[config.mk]
export PLATFORM = sky130hd
export DESIGN_NAME = wav_header_parser_top
export DESIGN_NICKNAME = d
export VERILOG_FILES = /design/src/sv/whp_pkg.sv /design/src/sv/wav_header_parser_top.sv /design/src/sv/whp_step.sv
export SDC_FILE = /design/constraint.sdc
export NUM_CORES = 1
export LEC_CHECK = 0
export BUFFER_PORTS_ARGS = -buffer_cell sky130_fd_sc_hd__buf_4
export CELL_PAD_IN_SITES_DETAIL_PLACEMENT = 1
export CELL_PAD_IN_SITES_GLOBAL_PLACEMENT = 1
export CORE_ASPECT_RATIO = 1.4
export CORE_MARGIN = 2
export CORE_UTILIZATION = 50
export CTS_BUF_LIST = sky130_fd_sc_hd__clkbuf_16
export CTS_CLUSTER_DIAMETER = 150
export DETAILED_ROUTE_END_ITERATION = 16
export PLACE_DENSITY_LB_ADDON = 0.1
export SYNTH_ARGS = -nofsm -noshare
export SYNTH_HDL_FRONTEND = slang
export SYNTH_SLANG_ARGS = --single-unit
[constraint.sdc]
create_clock -name i_clk -period 13.5 [get_ports i_clk]
set_input_delay 2.025 -clock i_clk [delete_from_list [all_inputs] [get_ports i_clk]]
set_output_delay 2.025 -clock i_clk [all_outputs]
set_load 0.02 [all_outputs]
[src/sv/whp_pkg.sv]
package whp_pkg;

    typedef struct packed {
        logic [7:0] data_byte;
        logic       is_last;
    } t_in;

    typedef struct packed {
        logic [2:0]  status;
        logic [31:0] sample_rate;
        logic [7:0]  bits_per_sample;
        logic [7:0]  channels;
        logic [31:0] data_len;
    } t_out;

    typedef enum logic [2:0] {
        PH_RIFF,
        PH_FMT,
        PH_SKIP,
        PH_CHUNK,
        PH_DONE
    } t_phase;

    typedef struct packed {
        t_phase      phase;
        logic [5:0]  byte_index;
        logic [31:0] shift_word;
        logic [31:0] skip_left;
        logic        tag_match;
        logic [31:0] rate_hold;
        logic [7:0]  bits_hold;
        logic [7:0]  chan_hold;
        logic        result_given;
    } t_state;

    localparam logic [2:0] ST_DATA_FOUND = 3'd0;
    localparam logic [2:0] ST_NO_DATA    = 3'd1;
    localparam logic [2:0] ST_TRUNCATED  = 3'd2;
    localparam logic [2:0] ST_BAD_RIFF   = 3'd3;
    localparam logic [2:0] ST_BAD_WAVE   = 3'd4;
    localparam logic [2:0] ST_BAD_FMT    = 3'd5;

    localparam logic [31:0] TAG_RIFF = 32'h4646_4952;
    localparam logic [31:0] TAG_WAVE = 32'h4556_4157;
    localparam logic [31:0] TAG_FMT  = 32'h2074_6D66;
    localparam logic [31:0] TAG_DATA = 32'h6174_6164;
    localparam logic [31:0] FMT_BASE = 32'd16;
    localparam logic [31:0] SKIP_MAX = 32'h7FFF_FFFF;

    localparam logic [5:0] IDX_TAG_END   = 6'd3;
    localparam logic [5:0] IDX_SIZE_END  = 6'd7;
    localparam logic [5:0] IDX_CHAN      = 6'd10;
    localparam logic [5:0] IDX_HDR_END   = 6'd11;
    localparam logic [5:0] IDX_RATE_END  = 6'd15;
    localparam logic [5:0] IDX_BITS      = 6'd22;
    localparam logic [5:0] IDX_FMT_END   = 6'd23;
    localparam logic [5:0] IDX_CHUNK_END = 6'd7;

    function automatic t_state reset_state();
        t_state s;
        s.phase        = PH_RIFF;
        s.byte_index   = '0;
        s.shift_word   = '0;
        s.skip_left    = '0;
        s.tag_match    = 1'b1;
        s.rate_hold    = '0;
        s.bits_hold    = '0;
        s.chan_hold    = '0;
        s.result_given = 1'b0;
        return s;
    endfunction

endpackage

[src/sv/wav_header_parser_top.sv]
// Streaming RIFF/WAVE header parser. Feed the file one byte per transaction,
// with is_last set on its final byte; one result transaction is given per
// file (status, sample rate, bits per sample, channel count, data length).
// A byte is taken every clock cycle while the input stage is not stalled: it
// is held in an input register, the parse state advances by one step of
// combinational logic, and a result lands in the output register. While
// the output register holds a result that is stalled, the input stage holds one
// byte and then stalls. Bytes after a result are ignored up to the end mark;
// the next byte starts a new file.
module wav_header_parser_top import whp_pkg::*; (
    input  logic i_clk,
    input  logic i_rst_n,
    input  logic i_in_valid,
    output logic o_in_stall,
    input  t_in  i_in_data,
    output logic o_out_valid,
    input  logic i_out_stall,
    output t_out o_out_data
);

    logic   r_in_valid;
    t_in    r_in_data;
    t_state r_state;
    logic   r_out_valid;
    t_out   r_out_data;

    t_state n_state;
    logic   n_out_valid;
    logic   step_emit;
    t_out   step_result;
    logic   advance;

    whp_step u_step (
        .i_state  (r_state),
        .i_in     (r_in_data),
        .o_state  (n_state),
        .o_emit   (step_emit),
        .o_result (step_result)
    );

    assign advance     = r_in_valid && !(r_out_valid && i_out_stall);
    assign o_in_stall  = r_in_valid && !advance;
    assign n_out_valid = (r_out_valid && i_out_stall) || (advance && step_emit);

    always_ff @(posedge i_clk) begin
        if (!i_rst_n) begin
            r_in_valid  <= 1'b0;
            r_out_valid <= 1'b0;
            r_state     <= reset_state();
        end else begin
            if (!o_in_stall) begin
                r_in_valid <= i_in_valid;
            end
            r_out_valid <= n_out_valid;
            if (advance) begin
                r_state <= n_state;
            end
        end
    end

    always_ff @(posedge i_clk) begin
        if (!o_in_stall) begin
            r_in_data <= i_in_data;
        end
        if (advance && step_emit) begin
            r_out_data <= step_result;
        end
    end

    assign o_out_valid = r_out_valid;
    assign o_out_data  = r_out_data;

    a_status_range: assert property (@(posedge i_clk) disable iff (!i_rst_n)
        o_out_valid |-> (o_out_data.status <= ST_BAD_FMT))
        else $error("result status out of range");

    a_error_zero: assert property (@(posedge i_clk) disable iff (!i_rst_n)
        (o_out_valid && o_out_data.status != ST_DATA_FOUND
            && o_out_data.status != ST_NO_DATA)
        |-> (o_out_data.sample_rate == '0 && o_out_data.data_len == '0
            && o_out_data.channels == '0 && o_out_data.bits_per_sample == '0))
        else $error("error result carries non-zero fields");

    a_no_data_len: assert property (@(posedge i_clk) disable iff (!i_rst_n)
        (o_out_valid && o_out_data.status == ST_NO_DATA) |-> (o_out_data.data_len == '0))
        else $error("no-data result carries a length");

    a_done_given: assert property (@(posedge i_clk) disable iff (!i_rst_n)
        r_state.result_given == (r_state.phase == PH_DONE))
        else $error("result flag and done phase disagree");

endmodule

[src/sv/whp_step.sv]
module whp_step import whp_pkg::*; (
    input  t_state i_state,
    input  t_in    i_in,
    output t_state o_state,
    output logic   o_emit,
    output t_out   o_result
);

    t_state s;
    logic   emit;
    t_out   res;
    logic   skip_ok;

    always_comb begin
        s       = i_state;
        emit    = 1'b0;
        res     = '0;
        skip_ok = 1'b0;

        if (s.phase != PH_DONE && s.phase != PH_SKIP) begin
            s.shift_word = {i_in.data_byte, s.shift_word[31:8]};
        end

        case (s.phase)
            PH_RIFF: begin
                if (s.byte_index == IDX_TAG_END) begin
                    s.tag_match = (s.shift_word == TAG_RIFF);
                end
                if (s.byte_index >= IDX_HDR_END) begin
                    if (!s.tag_match) begin
                        emit       = 1'b1;
                        res.status = ST_BAD_RIFF;
                    end else if (s.shift_word != TAG_WAVE) begin
                        emit       = 1'b1;
                        res.status = ST_BAD_WAVE;
                    end else begin
                        s.phase      = PH_FMT;
                        s.byte_index = '0;
                        s.tag_match  = 1'b1;
                    end
                end else begin
                    s.byte_index = s.byte_index + 6'd1;
                end
            end
            PH_FMT: begin
                if (s.byte_index == IDX_TAG_END) begin
                    s.tag_match = (s.shift_word == TAG_FMT);
                end else if (s.byte_index == IDX_SIZE_END) begin
                    s.skip_left = s.shift_word;
                end else if (s.byte_index == IDX_CHAN) begin
                    s.chan_hold = i_in.data_byte;
                end else if (s.byte_index == IDX_RATE_END) begin
                    s.rate_hold = s.shift_word;
                end else if (s.byte_index == IDX_BITS) begin
                    s.bits_hold = i_in.data_byte;
                end
                if (s.byte_index >= IDX_FMT_END) begin
                    if (!s.tag_match) begin
                        emit       = 1'b1;
                        res.status = ST_BAD_FMT;
                    end else begin
                        s.byte_index = '0;
                        s.tag_match  = 1'b1;
                        skip_ok = (s.skip_left > FMT_BASE) && (s.skip_left <= SKIP_MAX);
                        if (skip_ok) begin
                            s.skip_left = s.skip_left - FMT_BASE;
                            s.phase     = PH_SKIP;
                        end else begin
                            s.skip_left = '0;
                            s.phase     = PH_CHUNK;
                        end
                    end
                end else begin
                    s.byte_index = s.byte_index + 6'd1;
                end
            end
            PH_SKIP: begin
                s.skip_left = s.skip_left - 32'd1;
                if (s.skip_left == '0) begin
                    s.phase      = PH_CHUNK;
                    s.byte_index = '0;
                end
            end
            PH_CHUNK: begin
                if (s.byte_index == IDX_TAG_END) begin
                    s.tag_match = (s.shift_word == TAG_DATA);
                end
                if (s.byte_index >= IDX_CHUNK_END) begin
                    s.byte_index = '0;
                    if (s.tag_match) begin
                        emit                = 1'b1;
                        res.status          = ST_DATA_FOUND;
                        res.sample_rate     = s.rate_hold;
                        res.bits_per_sample = s.bits_hold;
                        res.channels        = s.chan_hold;
                        res.data_len        = s.shift_word;
                    end else begin
                        s.tag_match = 1'b1;
                        s.skip_left = s.shift_word;
                        if (s.shift_word != '0) begin
                            s.phase = PH_SKIP;
                        end
                    end
                end else begin
                    s.byte_index = s.byte_index + 6'd1;
                end
            end
            default: begin
            end
        endcase

        if (emit) begin
            s.phase        = PH_DONE;
            s.result_given = 1'b1;
        end

        if (i_in.is_last) begin
            if (!emit && !s.result_given) begin
                emit = 1'b1;
                if (s.phase == PH_RIFF || s.phase == PH_FMT) begin
                    res.status = ST_TRUNCATED;
                end else begin
                    res.status          = ST_NO_DATA;
                    res.sample_rate     = s.rate_hold;
                    res.bits_per_sample = s.bits_hold;
                    res.channels        = s.chan_hold;
                    res.data_len        = '0;
                end
            end
            s = reset_state();
        end
    end

    assign o_state  = s;
    assign o_emit   = emit;
    assign o_result = res;

endmodule
# After elaboration in Yosys (flattened, before gate mapping)
# Index checks and enable logic that the tools add are counted.
[word_totals]
wordCells = 137
register_bits = 217
output_inout_bits = 85
[classes]
n_eq_ne = 21
n_mux = 67
n_reduce_logical = 23
n_addsub = 3
order_cmp = 5
[ops]
columns = ["op", "count"]
rows = [
  ["two-way mux 83 bit", 3],
  ["two-way mux 80 bit", 3],
  ["two-way mux 32 bit", 6],
  ["two-way mux 48 bit", 3],
  ["two-way mux 33 bit", 4],
  ["two-way mux 123 bit", 1],
  ["case mux 32 bit (3 select lines)", 1],
  ["equality test 32 x 31 -> 1 bit, second input constant", 2],
  ["two-way mux 40 bit", 1],
  ["two-way mux 9 bit", 4],
  ["case mux 9 bit (4 select lines)", 1],
  ["two-way mux 3 bit", 11],
  ["equality test 32 x 30 -> 1 bit, second input constant", 1],
  ["greater-than comparator 32 x 5 -> 1 bit, second input constant", 1],
  ["less-or-equal comparator 32 x 31 -> 1 bit, second input constant", 1],
  ["zero test 32 bit", 1],
  ["inequality test 32 x 31 -> 1 bit, second input constant", 1],
  ["nonzero test 32 bit", 1],
  ["subtractor 32 x 1 -> 32 bit, second input constant", 1],
  ["subtractor 32 x 5 -> 32 bit, second input constant", 1],
  ["two-way mux 8 bit", 3],
  ["two-way mux 1 bit", 19],
  ["two-way mux 6 bit", 3],
  ["equality test 6 x 4 -> 1 bit, second input constant", 2],
  ["24 further kinds", 44],
]

# Depth between registers and ports, before layout
# Gate-level depths: netlist (run 1).
[depth]
depth_word = 18
ltp_mapped = 19
mapped_depth_nobuf = 15

# Cells and area by module
# From an unflattened synthesis (run 1), not the netlist that was laid out.
[hier_totals]
hier_cells = 1711
area_unflattened_um2 = 14052.2
[by_module_without_submodules]
columns = ["mod", "area_per_inst_um2", "instances", "cells_per_inst"]
rows = [
  ["wav_header_parser_top", 7772.5, 1, 636],
  ["whp_step", 6279.8, 1, 1075],
]

# Least setup slack after synthesis (run 1)
# No wires, ideal clock.
[synth_path]
path_kind = "input-to-reg"
start = "input i_out_stall"
end = "register r_out_data (netlist bit o_out_data[0]) (enable)"
path_buffers = 2
setup_slack_ns = 6.335
required_ns = 12.947
path_stages = 5
setup_ns = 0.553
t_arrival_ns = 6.612
path_cell_list = "nand2_1 -> nand2_1 -> clkbuf_1 -> clkbuf_1 -> a21oi_1"
[synth_between]
elab_chain_cells = 4
[synth_lines]
columns = ["element", "line", "rtl"]
rows = [
  ["start, declared", "wav_header_parser_top.sv:17", "input logic i_out_stall,"],
  ["logical AND 1 bit", "wav_header_parser_top.sv:41", "assign advance = r_in_valid && !(r_out_valid && i_out_stall);"],
  ["zero test 1 bit", "wav_header_parser_top.sv:41", ""],
  ["logical AND 1 bit", "wav_header_parser_top.sv:41", ""],
  ["logical AND 1 bit", "wav_header_parser_top.sv:65", "if (advance && step_emit) begin"],
  ["end signal, assigned", "wav_header_parser_top.sv:66", "r_out_data <= step_result;"],
  ["end, declared", "wav_header_parser_top.sv:25", "t_out r_out_data;"],
]
# No other way between the ends.
# A chain may end at the register's enable or synchronous reset.

# Final worst setup path (run 1)
[layout_path]
start = "register r_state[122] (netlist bit)"
end = "register r_state[52] (netlist bit)"
[layout_between]
elab_chain_cells = 13
word_cells_on_any_way = 31
classes_between = "add/sub (1); order compare (2); eq/ne (9); mux (15); reduce/logical (4)"
[layout_lines]
columns = ["element", "line", "rtl"]
rows = [
  ["start, declared", "wav_header_parser_top.sv:23", "t_state r_state;"],
  ["start signal, assigned", "wav_header_parser_top.sv:49", "r_state <= reset_state();"],
  ["start signal, assigned", "wav_header_parser_top.sv:56", "r_state <= n_state;"],
  ["inequality test 3 bit / inequality test 3 x 2 -> 1 bit (equally long branches)", "whp_step.sv:20", "if (s.phase != PH_DONE && s.phase != PH_SKIP) begin"],
  ["logical AND 1 bit", "whp_step.sv:20", ""],
  ["two-way mux 32 bit", "whp_step.sv:20", ""],
  ["two-way mux 32 bit", "whp_step.sv:48", "end else if (s.byte_index == IDX_SIZE_END) begin"],
  ["two-way mux 32 bit", "whp_step.sv:46", "if (s.byte_index == IDX_TAG_END) begin"],
  ["two-way mux 32 bit", "whp_step.sv:24", "case (s.phase)"],
  ["greater-than comparator 32 x 5 -> 1 bit / less-or-equal comparator 32 x 31 -> 1 bit (equally long branches)", "whp_step.sv:64", "skip_ok = (s.skip_left > FMT_BASE) && (s.skip_left <= SKIP_MAX);"],
  ["logical AND 1 bit", "whp_step.sv:64", ""],
  ["two-way mux 32 bit", "whp_step.sv:65", "if (skip_ok) begin"],
  ["two-way mux 33 bit", "whp_step.sv:58", "if (!s.tag_match) begin"],
  ["two-way mux 33 bit", "whp_step.sv:57", "if (s.byte_index >= IDX_FMT_END) begin"],
  ["case mux 32 bit (3 select lines)", "whp_step.sv:24", ""],
  ["two-way mux 123 bit", "whp_step.sv:117", "if (i_in.is_last) begin"],
]
# Parallel ways exist; a longest one is shown, timed or not. The select of a mux whose other input is x is not followed.

==> flow_metrics.py, run 1 <==
metrics = {
    "clock_network": {
        "clkLatencyLatePin_ns": 0.52,
        "cts_buffer_depth": 3,
        "numCtsBuffers": 22,
        "htreeDepth": 1,
        "path_clk_slew_ns": 0.07,
        "ctsResizeCount": 0,
        "cts_hold_buf": 0,
        "clock_sinks": 217,
        "cts_tree": "done",
        "cts_setup_buffers": 0,
        "root_buffer": "clkbuf_16",
    },
    "job": {
        "drv_cap": 0,
    },
    "critical_path": {
        "cp.arrival_ns": 5.41,
        "path_max_fanout": 45,
        "critPathLaunchType": "flip-flop",
        "end_kind": "flip-flop",
        "crit_type": "flip-flop to flip-flop",
        "critPathRequiredTime_ns": 13.90,
    },
    "timing": {
        "slew_headroom_pct": 25.24,
        "fin_crit_ns": 5.011,
        "max_freq_mhz": 199.5,
        "setup_viol": 0,
        "fin_worst_skew_ns": 0.01322,
        "period_share_pct": 37.12,
        "tightest_slew_ns": 1.090,
        "rsz0062_at_grt": "false",
        "final-hold-violation-count": 0,
        "holdWs_ns": 0.4681,
        "drv_slew": 0,
        "layout_setup_ws_ns": 8.489,
        "setup_tns_ns": 0,
    },
    "grt": {
        "grt_pass1_vias": 11580,
        "grt_pass1_wl_mm": 69.60,
        "grt_max_degree": 107,
        "overflow": 0,
        "grt_usage_pct": 35.49,
        "antenna_found_initial": 0,
    },
    "floorplanning": {
        "die_height_um": 188.6,
        "ioPinCount": 98,
        "die_w_um": 135.8,
        "start_util_pct": 50.92,
        "die_area_sq_um": 25610,
        "row_count": 67,
        "core_area_sq_um": 23890,
    },
    "logic_synthesis": {
        "seq_area_frac_synth_pct": 43.27,
        "synth_largest_area_cell": "edfxtp_1",
        "synth.area.top_cells": "edfxtp_1, dfxtp_1, nand2_1",
        "postSynthCellCount": 1402,
        "synth-edff-count": 92,
        "synth.most_common_cell": "nand2_1",
        "async_flop_share_pct": 0,
        "synthDistinctLibCells": 81,
        "synth-seq-cells": 217,
        "avgSynthCellArea_sq_um": 8.678,
        "synth_nets": 1423,
        "yosysWarnings": 0,
        "synth_top_area_share_pct": 22.71,
        "synthTopCellsByCount": "nand2_1, dfxtp_1, nor2_1, clkbuf_1, o21ai_0",
        "synth_area_sq_um": 12170,
        "ys.flop_type": "dfxtp_1",
    },
    "detailed_routing": {
        "routed_wl_mm": 46.00,
        "wl_per_cell_um": 26.31,
        "drt_iter0_drc": 1039,
        "viasPerCell": 6.650,
        "drc": 0,
        "drtPass1Iterations": 7,
        "ant_nets": 0,
        "vias": 11630,
    },
    "cells_and_area": {
        "fin_nets": 1443,
        "drive_gt1_share_pct": 13.00,
        "areaGrowthSynthToFinish_pct": 12.42,
        "antenna_cells": 0,
        "instances_no_fill": 1748,
    },
    "power": {
        "p_seq_share_pct": 51.7,
        "peakVddDrop_uv": 74.74,
        "pwr_density_cell_nw_per_um2": 98.60,
        "p_int_mw": 1.031,
        "switching_share_pct": 23.52,
        "power_switching_mw": 0.3172,
        "p_total_mw": 1.349,
        "clock_power_share_pct": 44.8,
        "leakage_nw": 5.441,
        "comb_power_share_pct": 3.6,
    },
    "hold_path": {
        "min_path_type": "flip-flop to flip-flop",
    },
    "place": {
        "hpwl_mm": 32.22,
        "place_ws_ns": 8.604,
        "gp_congestion": 0.9718,
        "io_buffer_count": 97,
        "dp.cells": 1708,
    },
    "run_status": {
        "status": "complete, no violations",
    },
}
[power by group through the flow]
stage	Combinational (mW)	Sequential (mW)	Clock, mW
floorplan	0.0290	0.707	0
global placement	0.0465	0.710	0
detailed placement	0.0473	0.710	0
CTS	0.0478	0.696	0.607
global route	0.0515	0.696	0.632
finish	0.0484	0.697	0.604
[through the flow]
stage | area (sq um) | utilization [%]
after detailed placement | 12980 | 54.32
after floorplan | 12170 | -
after global routing | 13680 | 57.25
final | 13680 | 57.25
after global placement | 12980 | 54.32
after CTS | 13680 | 57.25
[cells in the final DEF (no fill, tap or decap), types with 10 or more instances in the layout]
cell type    n
nand2_1    157
o22ai_1     13
nand3_1     33
xor2_1      25
nor4_1      22
or4_1       11
and2_1      57
o221ai_1    10
or3_1       13
dfxtp_1    125
nor2_1     114
nor2b_1     85
o21ai_0    105
buf_4      118
a22oi_1     50
xnor2_1     15
nand2b_1    12
nor3_1      34
clkbuf_16   23
mux2i_1     32
a21oi_1     49
inv_1       17
nand4_1     21
edfxtp_1    92
a22o_1      16
a31oi_1     14
[metal layers]
layer  GRT usage [%]  vias to the layer above  wire, um
li1                -                     5138         -
met1           44.14                     5736     17620
met2           59.54                      587     22170
met3           4.762                      164      3443
met4           18.67                        0      2769
met5               0                        -         0
[worst paths after layout]
path / from / end / cells after the start / slack, ns
setup / recovery: r_state[122] / r_state[52] / 15 / 8.49
hold / removal: r_state[0] / r_state[0] / 1 / 0.47
setup reg to reg: r_state[122] / r_state[52] / 15 / 8.49
hold reg to reg: r_state[0] / r_state[0] / 1 / 0.47
[layout make-up]
cell class	count	area (sq um)
Tap cell	310	387.9
Clock inverter	17	123.9
Clock buffer	23	575.6
Sequential cell	217	5265
Fill cell	2812	10210
Multi-Input combinational cell	1050	6391
Inverter	13	48.80
Timing Repair Buffer	118	885.9
[critical path, stage by stage, from the launching register on]
cell and delay (ns):
dfxtp_1 0.55, xor2_1 0.74, nand2_2 0.08, buf_4 0.34, mux2i_1 0.58, nor2_1 0.09
a21oi_1 0.34, ha_1 0.25, nand2_1 0.06, o21ai_0 0.17, o22ai_1 0.11, nor4_1 0.48
o31a_1 0.47, nor2_1 0.20, a221oi_1 0.31, nor2b_1 0.08
[cell families (layout without fill, tap and decap cells)]
logic type | Yosys count | after routing | synth area share (%)
mux | 37 | 37 | 3.095
fa+ha+maj | 8 | 8 | 0.8227
compound gates | 355 | 355 | 19.48
flops | 217 | 217 | 43.27
buf+inv | 135 | 171 | 4.360
simple gates | 610 | 610 | 26.09
xor+xnor | 40 | 40 | 2.880
[registers in the layout (all words and copies together), names as in the netlist]
register and flops:
o_out_data 83, o_out_valid 1, r_state 123, r_in_valid 1, r_in_data 9
Power figures use the tool's default switching activity.
==> run 2, diff against run 1 <==
Settings changed: ABC_AREA set to 1, CORE_UTILIZATION 50 to 44.
Clock period 13.5 ns to 4.9 ns, I/O delays scaled along.
==> flow_metrics.py, run 2 <==
metrics = {
    "critical_path": {
        "path_common_cell": "nand2_1",
        "crit_family": "simple AND/OR/NAND/NOR gates",
        "path_max_fanout": 74,
        "cp.arrival_ns": 4.66,
        "max_stage_delay_ns": 0.54,
        "reg2reg_to": "o_out_data[31]",
        "crit_slowest_cell": "inv_2",
        "rr_worst_depth": 19,
        "critPathLaunchType": "flip-flop",
        "rrSetupSlack_ns": 0.46,
        "crit_chain": "inv_2, nand3_4, nand2_8, nand2_1, nand2_1, nand2_1, nor2_1, nand2_1, nor2_2, nand2_1, nand2_2, nand2_4, nand2_2, nand2_2, nor2_2, nand2_1, nand2_1, clkinv_2, buf_12",
        "worst-path-buf-inv": 3,
        "timing.rr.start": "r_state[120]",
        "critPathRequiredTime_ns": 5.12,
        "crit_type": "flip-flop to flip-flop",
        "end_kind": "flip-flop",
    },
    "logic_synthesis": {
        "synth.most_common_cell": "nand2_1",
        "synthDistinctLibCells": 45,
        "synth.area.top_cells": "nand2_1, edfxtp_1, dfxtp_1",
        "synth_nets": 2050,
        "synth-seq-cells": 217,
        "seq_area_frac_synth_pct": 39.52,
        "avgSynthCellArea_sq_um": 6.567,
        "synth_area_sq_um": 13320,
        "yosysWarnings": 0,
        "synthTopCellsByCount": "nand2_1, nor2_1, inv_1, nand3_1, a21oi_1",
        "postSynthCellCount": 2029,
        "async_flop_share_pct": 0,
        "ys.flop_type": "dfxtp_1",
        "synth-edff-count": 92,
        "synth_top_area_share_pct": 21.27,
        "synth_largest_area_cell": "nand2_1",
    },
    "floorplanning": {
        "die_area_sq_um": 31710,
        "core_area_sq_um": 29940,
        "die_w_um": 151.1,
        "row_count": 75,
        "die_height_um": 209.9,
        "ioPinCount": 98,
        "start_util_pct": 44.51,
    },
    "cells_and_area": {
        "areaGrowthSynthToFinish_pct": 13.25,
        "largest_register_ffs": 123,
        "final_cell_mix": "nand2_1, nor2_1, inv_1, nand3_1, a21oi_1",
        "instances_no_fill": 2483,
        "fin_nets": 2101,
        "multi_input_area_sq_um": 6897,
        "regArea_sq_um": 5265,
        "regMostFlops": "r_state",
        "drive_gt1_share_pct": 10.72,
        "fill_cells": 4049,
        "reg_top3": "r_state x123, o_out_data x83, r_in_data x9",
        "antenna_cells": 0,
        "layout_commonest_cell": "nand2_1",
    },
    "detailed_routing": {
        "drc": 0,
        "routed_wl_mm": 50.94,
        "drtPass1Iterations": 6,
        "wl_per_cell_um": 20.52,
        "viasPerCell": 5.584,
        "drt_iter0_drc": 757,
        "vias": 13860,
        "ant_nets": 0,
    },
    "place": {
        "gp_congestion": 0.9361,
        "place_ws_ns": 0.5114,
        "io_buffer_count": 97,
        "hpwl_mm": 37.68,
        "dp.cells": 2439,
    },
    "clock_network": {
        "numCtsBuffers": 24,
        "path_clk_slew_ns": 0.06,
        "cts_tree": "done",
        "root_buffer": "clkbuf_16",
        "cts_buffer_depth": 3,
        "cts_hold_buf": 0,
        "clkLatencyLatePin_ns": 0.54,
        "clock_sinks": 217,
        "ctsResizeCount": 0,
        "cts_setup_buffers": 0,
        "htreeDepth": 1,
    },
    "power": {
        "comb_power_share_pct": 7.0,
        "switching_share_pct": 25.47,
        "peakVddDrop_uv": 206.6,
        "pwr_density_cell_nw_per_um2": 267.0,
        "p_total_mw": 4.029,
        "power_switching_mw": 1.026,
        "leakage_nw": 6.914,
        "p_int_mw": 3.003,
        "clock_power_share_pct": 45.4,
        "p_seq_share_pct": 47.5,
    },
    "job": {
        "drv_cap": 0,
    },
    "timing": {
        "layout_setup_ws_ns": 0.4584,
        "final-hold-violation-count": 0,
        "holdWs_ns": 0.3756,
        "fin_crit_ns": 4.442,
        "period_share_pct": 90.65,
        "tightest_slew_ns": 1.136,
        "fin_worst_skew_ns": 0.02256,
        "setup_tns_ns": 0,
        "slew_headroom_pct": 24.27,
        "max_freq_mhz": 225.1,
        "drv_slew": 0,
        "rsz0062_at_grt": "false",
        "setup_viol": 0,
    },
    "grt": {
        "grt_max_degree": 88,
        "grt_pass1_vias": 14470,
        "overflow": 0,
        "antenna_found_initial": 0,
        "grt_usage_pct": 32.05,
        "grt_pass1_wl_mm": 78.76,
    },
    "hold_path": {
        "hold_start": "i_in_data[0]",
        "whs_path_depth": 1,
        "min_path_type": "input port to flip-flop",
        "holdPathEnd": "r_in_data[0]",
    },
    "run_status": {
        "status": "complete, no violations",
    },
}
==> run 2: changes by cell type after synthesis, sizes merged, moves of 32 or more <==
cell,delta
nor2,+103
inv,+171
a21oi,+87
nor2b,-85
nand3,+128
nand2,+619
and2,-57
a22oi,-50
mux2i,-32
clkbuf,-48
==> run 2: how the worst max path moves through the flow <==
stage,cells past startpoint,to,startpoint,slack (ns)
2_1_floorplan,21,o_out_data[0],r_state[122],0.83
3_3_place_gp,20,o_out_data[29],r_state[120],0.64
3_5_place_dp,20,o_out_data[29],r_state[120],0.51
4_1_cts,19,o_out_data[74],r_state[120],0.47
5_1_grt,20,o_out_data[25],r_state[120],0.18
6_report,19,o_out_data[31],r_state[120],0.46
==> run 2: routing by layer <==
metal  global-route usage (%)  up-vias  wire length (um)
met5                        0        -                 0
met4                    15.31        0              2562
met3                    2.848      110              1930
met2                    59.00      357             26260
met1                    36.76     6754             20190
li1                         -     6643                 -
==> run 2: final cells by class <==
type	instances	share of cell area (%)
Tap cell	385	3.192
Sequential cell	217	34.89
Timing Repair Buffer	124	6.418
Multi-Input combinational cell	1529	45.70
Clock inverter	19	1.036
Clock buffer	25	4.146
Inverter	184	4.610
==> run 2: stage by stage <==
stage,util [%],instance area (sq um)
2_1_floorplan,-,13320
3_3_place_gp,47.80,14310
3_5_place_dp,47.80,14310
4_1_cts,50.41,15090
5_1_grt,50.41,15090
6_report,50.41,15090
==> run 2: cell families after synthesis <==
logic type      Yosys count  share of synthesized area [%]
simple gates           1224                          38.18
buf+inv                 283                          8.883
xor+xnor                 17                          1.117
fa+ha+maj                 8                         0.7513
flops                   217                          39.52
compound gates          278                          11.38
mux                       2                         0.1690
==> run 2: power by group through the flow <==
| stage | sequential (mW) | clock [mW] | combinational (mW) |
|---|---|---|---|
| 5_1_grt | 1.92 | 1.91 | 0.307 |
| 3_5_place_dp | 1.95 | 0 | 0.283 |
| 2_1_floorplan | 1.96 | 0 | 0.168 |
| 6_report | 1.91 | 1.83 | 0.284 |
| 3_3_place_gp | 1.95 | 0 | 0.276 |
| 4_1_cts | 1.91 | 1.86 | 0.283 |
==> run 3, diff against run 2 <==
Settings changed: CORE_UTILIZATION 44 to 40, SYNTH_HIERARCHICAL set to 1.
==> flow_metrics.py, run 3 <==
metrics = {
    "timing": {
        "rsz0062_at_grt": "false",
        "setup_viol": 0,
        "fin_worst_skew_ns": 0.01948,
        "period_share_pct": 88.56,
        "drv_slew": 0,
        "setup_tns_ns": 0,
        "tightest_slew_ns": 1.084,
        "max_freq_mhz": 230.5,
        "slew_headroom_pct": 27.73,
        "final-hold-violation-count": 0,
        "fin_crit_ns": 4.339,
    },
    "cells_and_area": {
        "stdcell_area_sq_um": 17110,
        "largest_register_ffs": 123,
        "finish.utilization_pct": 45.59,
        "drive_gt1_share_pct": 10.41,
        "areaGrowthSynthToFinish_pct": 12.63,
        "layout_commonest_cell": "nand2_1",
        "final_cell_mix": "nand2_1, nor2_1, inv_1, nand3_1, a21oi_1",
        "reg_top3": "r_state x123, o_out_data x83, r_in_data x9",
        "regMostFlops": "r_state",
        "antenna_cells": 0,
        "fill_cells": 5026,
        "fin_nets": 2467,
    },
    "critical_path": {
        "crit_slowest_cell": "a21oi_2",
        "crit_type": "flip-flop to flip-flop",
        "path_max_fanout": 18,
        "path_common_cell": "nand2_1",
        "cp.arrival_ns": 4.82,
        "critPathLaunchType": "flip-flop",
        "end_kind": "flip-flop",
        "critPathRequiredTime_ns": 5.38,
        "max_stage_delay_ns": 0.71,
        "crit_chain": "inv_2, nand2_2, nand2_2, nand2_1, nand2_1, nand2_1, nand2_1, nand2_1, nor2_1, nand2_1, nor2_1, nand3_1, nand2_1, a21oi_2, buf_12, nand3_1, nand3_1, nand2_1, inv_1, inv_1, nand3_1, nand2_1, nor2_1",
    },
    "grt": {
        "antenna_found_initial": 0,
        "grt_max_degree": 197,
        "grt_pass1_vias": 16230,
        "grt_pass1_wl_mm": 93.02,
        "overflow": 0,
        "grt_usage_pct": 30.18,
    },
    "clock_network": {
        "cts_tree": "done",
        "ctsResizeCount": 0,
        "clock_sinks": 217,
        "root_buffer": "clkbuf_16",
        "numCtsBuffers": 26,
        "htreeDepth": 1,
        "cts_buffer_depth": 3,
        "cts_hold_buf": 0,
        "path_clk_slew_ns": 0.06,
        "cts_setup_buffers": 0,
        "clkLatencyLatePin_ns": 0.56,
    },
    "logic_synthesis": {
        "synth_top_area_share_pct": 18.19,
        "synth_xor_area_share_pct": 1.499,
        "yosysWarnings": 6,
        "synth_area_sq_um": 15190,
        "synth.area.top_cells": "edfxtp_1, dfxtp_1, nand2_1",
        "synth_largest_area_cell": "edfxtp_1",
        "avgSynthCellArea_sq_um": 6.320,
        "ys.flop_type": "dfxtp_1",
        "synthTopCellsByCount": "nand2_1, nor2_1, inv_1, nand3_1, a21oi_1",
        "synth_top_family_by_area": "simple AND/OR/NAND/NOR gates",
        "async_flop_share_pct": 0,
        "synth-seq-cells": 217,
        "seq_area_frac_synth_pct": 34.67,
        "synth_nets": 2422,
        "synth-compound-area-share_pct": 12.14,
        "synth_simple_gate_area_share_pct": 37.01,
        "synth.area.mux_share_pct": 0.2636,
        "synthDistinctLibCells": 45,
        "synthAdderAreaFrac_pct": 0.4943,
        "synth.most_common_cell": "nand2_1",
        "synth-edff-count": 92,
        "postSynthCellCount": 2403,
    },
    "detailed_routing": {
        "wl_per_cell_um": 20.40,
        "drc": 0,
        "vias": 15950,
        "routed_wl_mm": 60.00,
        "met3_length_mm": 2.150,
        "viasPerCell": 5.422,
        "drt-met1-wl_mm": 25.02,
        "ant_nets": 0,
        "route.met2.wl_mm": 30.28,
        "highest_layer": "met4",
        "drtPass1Iterations": 5,
        "drt_iter0_drc": 798,
    },
    "power": {
        "pwr_density_cell_nw_per_um2": 321.3,
        "peakVddDrop_uv": 257.4,
        "leakage_nw": 7.625,
        "p_total_mw": 5.496,
    },
    "place": {
        "io_buffer_count": 97,
        "hpwl_mm": 42.77,
        "gp_congestion": 0.9437,
        "post_dp_cell_area_sq_um": 16210,
    },
    "job": {
        "drv_cap": 0,
    },
    "floorplanning": {
        "core_area_sq_um": 37520,
        "die_w_um": 168.7,
        "start_util_pct": 40.48,
        "ioPinCount": 98,
        "die_area_sq_um": 39560,
        "die_height_um": 234.6,
        "row_count": 84,
    },
    "run_status": {
        "status": "complete, no violations",
    },
    "hold_path": {
        "min_path_type": "input port to flip-flop",
    },
}
## run 3: changes by cell type after synthesis, sizes merged, moves of 8 or more
cell	previous run	this run
a21oi	139	155
a221oi	20	0
buf	41	95
clkbuf	58	42
inv	184	331
nand2	778	606
nand3	161	258
nand3b	4	12
nand4	20	37
nor2	218	392
nor3	36	24
o21ai	102	156
o22ai	0	9
## run 3: worst paths after layout
kind                 from      endpoint  slack (ns)  depth (start not counted)
max          r_state[122]   r_state[65]        0.56                         23
min          i_in_data[6]  r_in_data[6]        0.35                          1
max reg2reg  r_state[122]   r_state[65]        0.56                         23
min reg2reg   r_state[85]   r_state[85]        0.49                          2
## run 3: final cells by class
type / instances / area [sq um] / share of cell area (%)
flip-flops and latches: 217 / 5269 / 30.80
clock inverters: 21 / 219.0 / 1.280
repair buffers: 154 / 1269 / 7.417
inverters: 333 / 1250 / 7.307
clock buffers: 27 / 675.6 / 3.950
multi-input cells: 1716 / 7831 / 45.78
well taps: 473 / 591.8 / 3.460
## run 3: where the power goes
part,switching (mW),internal (mW)
combinational,0.921,0.401
clock,0.863,1.22
sequential,0.109,1.99
## run 3: cell families after synthesis
group | Yosys count
simple gates | 1343
buf+inv | 470
compound gates | 337
flops | 217
xor+xnor | 26
fa+ha+maj | 6
mux | 4
## run 3: critical path: cells and delay by family (launching register included)
family                 cells  cell delay [ns]
AO/OA/AOI/OAI              1             0.71
flip-flops                 1             0.66
AND/OR/NAND/NOR           18             2.30
buffers and inverters      4             0.55
## run 3: per-stage QoR
step	worst slack, ns	cells	hold slack (ns)
6_report	0.5607	2941	0.3529
5_1_grt	0.08800	2941	0.3402
3_3_place_gp	0.7502	2893	0.4647
4_1_cts	0.6068	2941	0.3315
3_5_place_dp	0.6082	2893	0.4781
2_1_floorplan	0.3620	2403	0.4513
## run 3: metal layers
layer | vias to the layer above | global-route usage [%]
met5 | - | 0
met4 | 0 | 12.31
met1 | 7767 | 35.65
met3 | 132 | 3.228
met2 | 315 | 55.67
li1 | 7732 | -
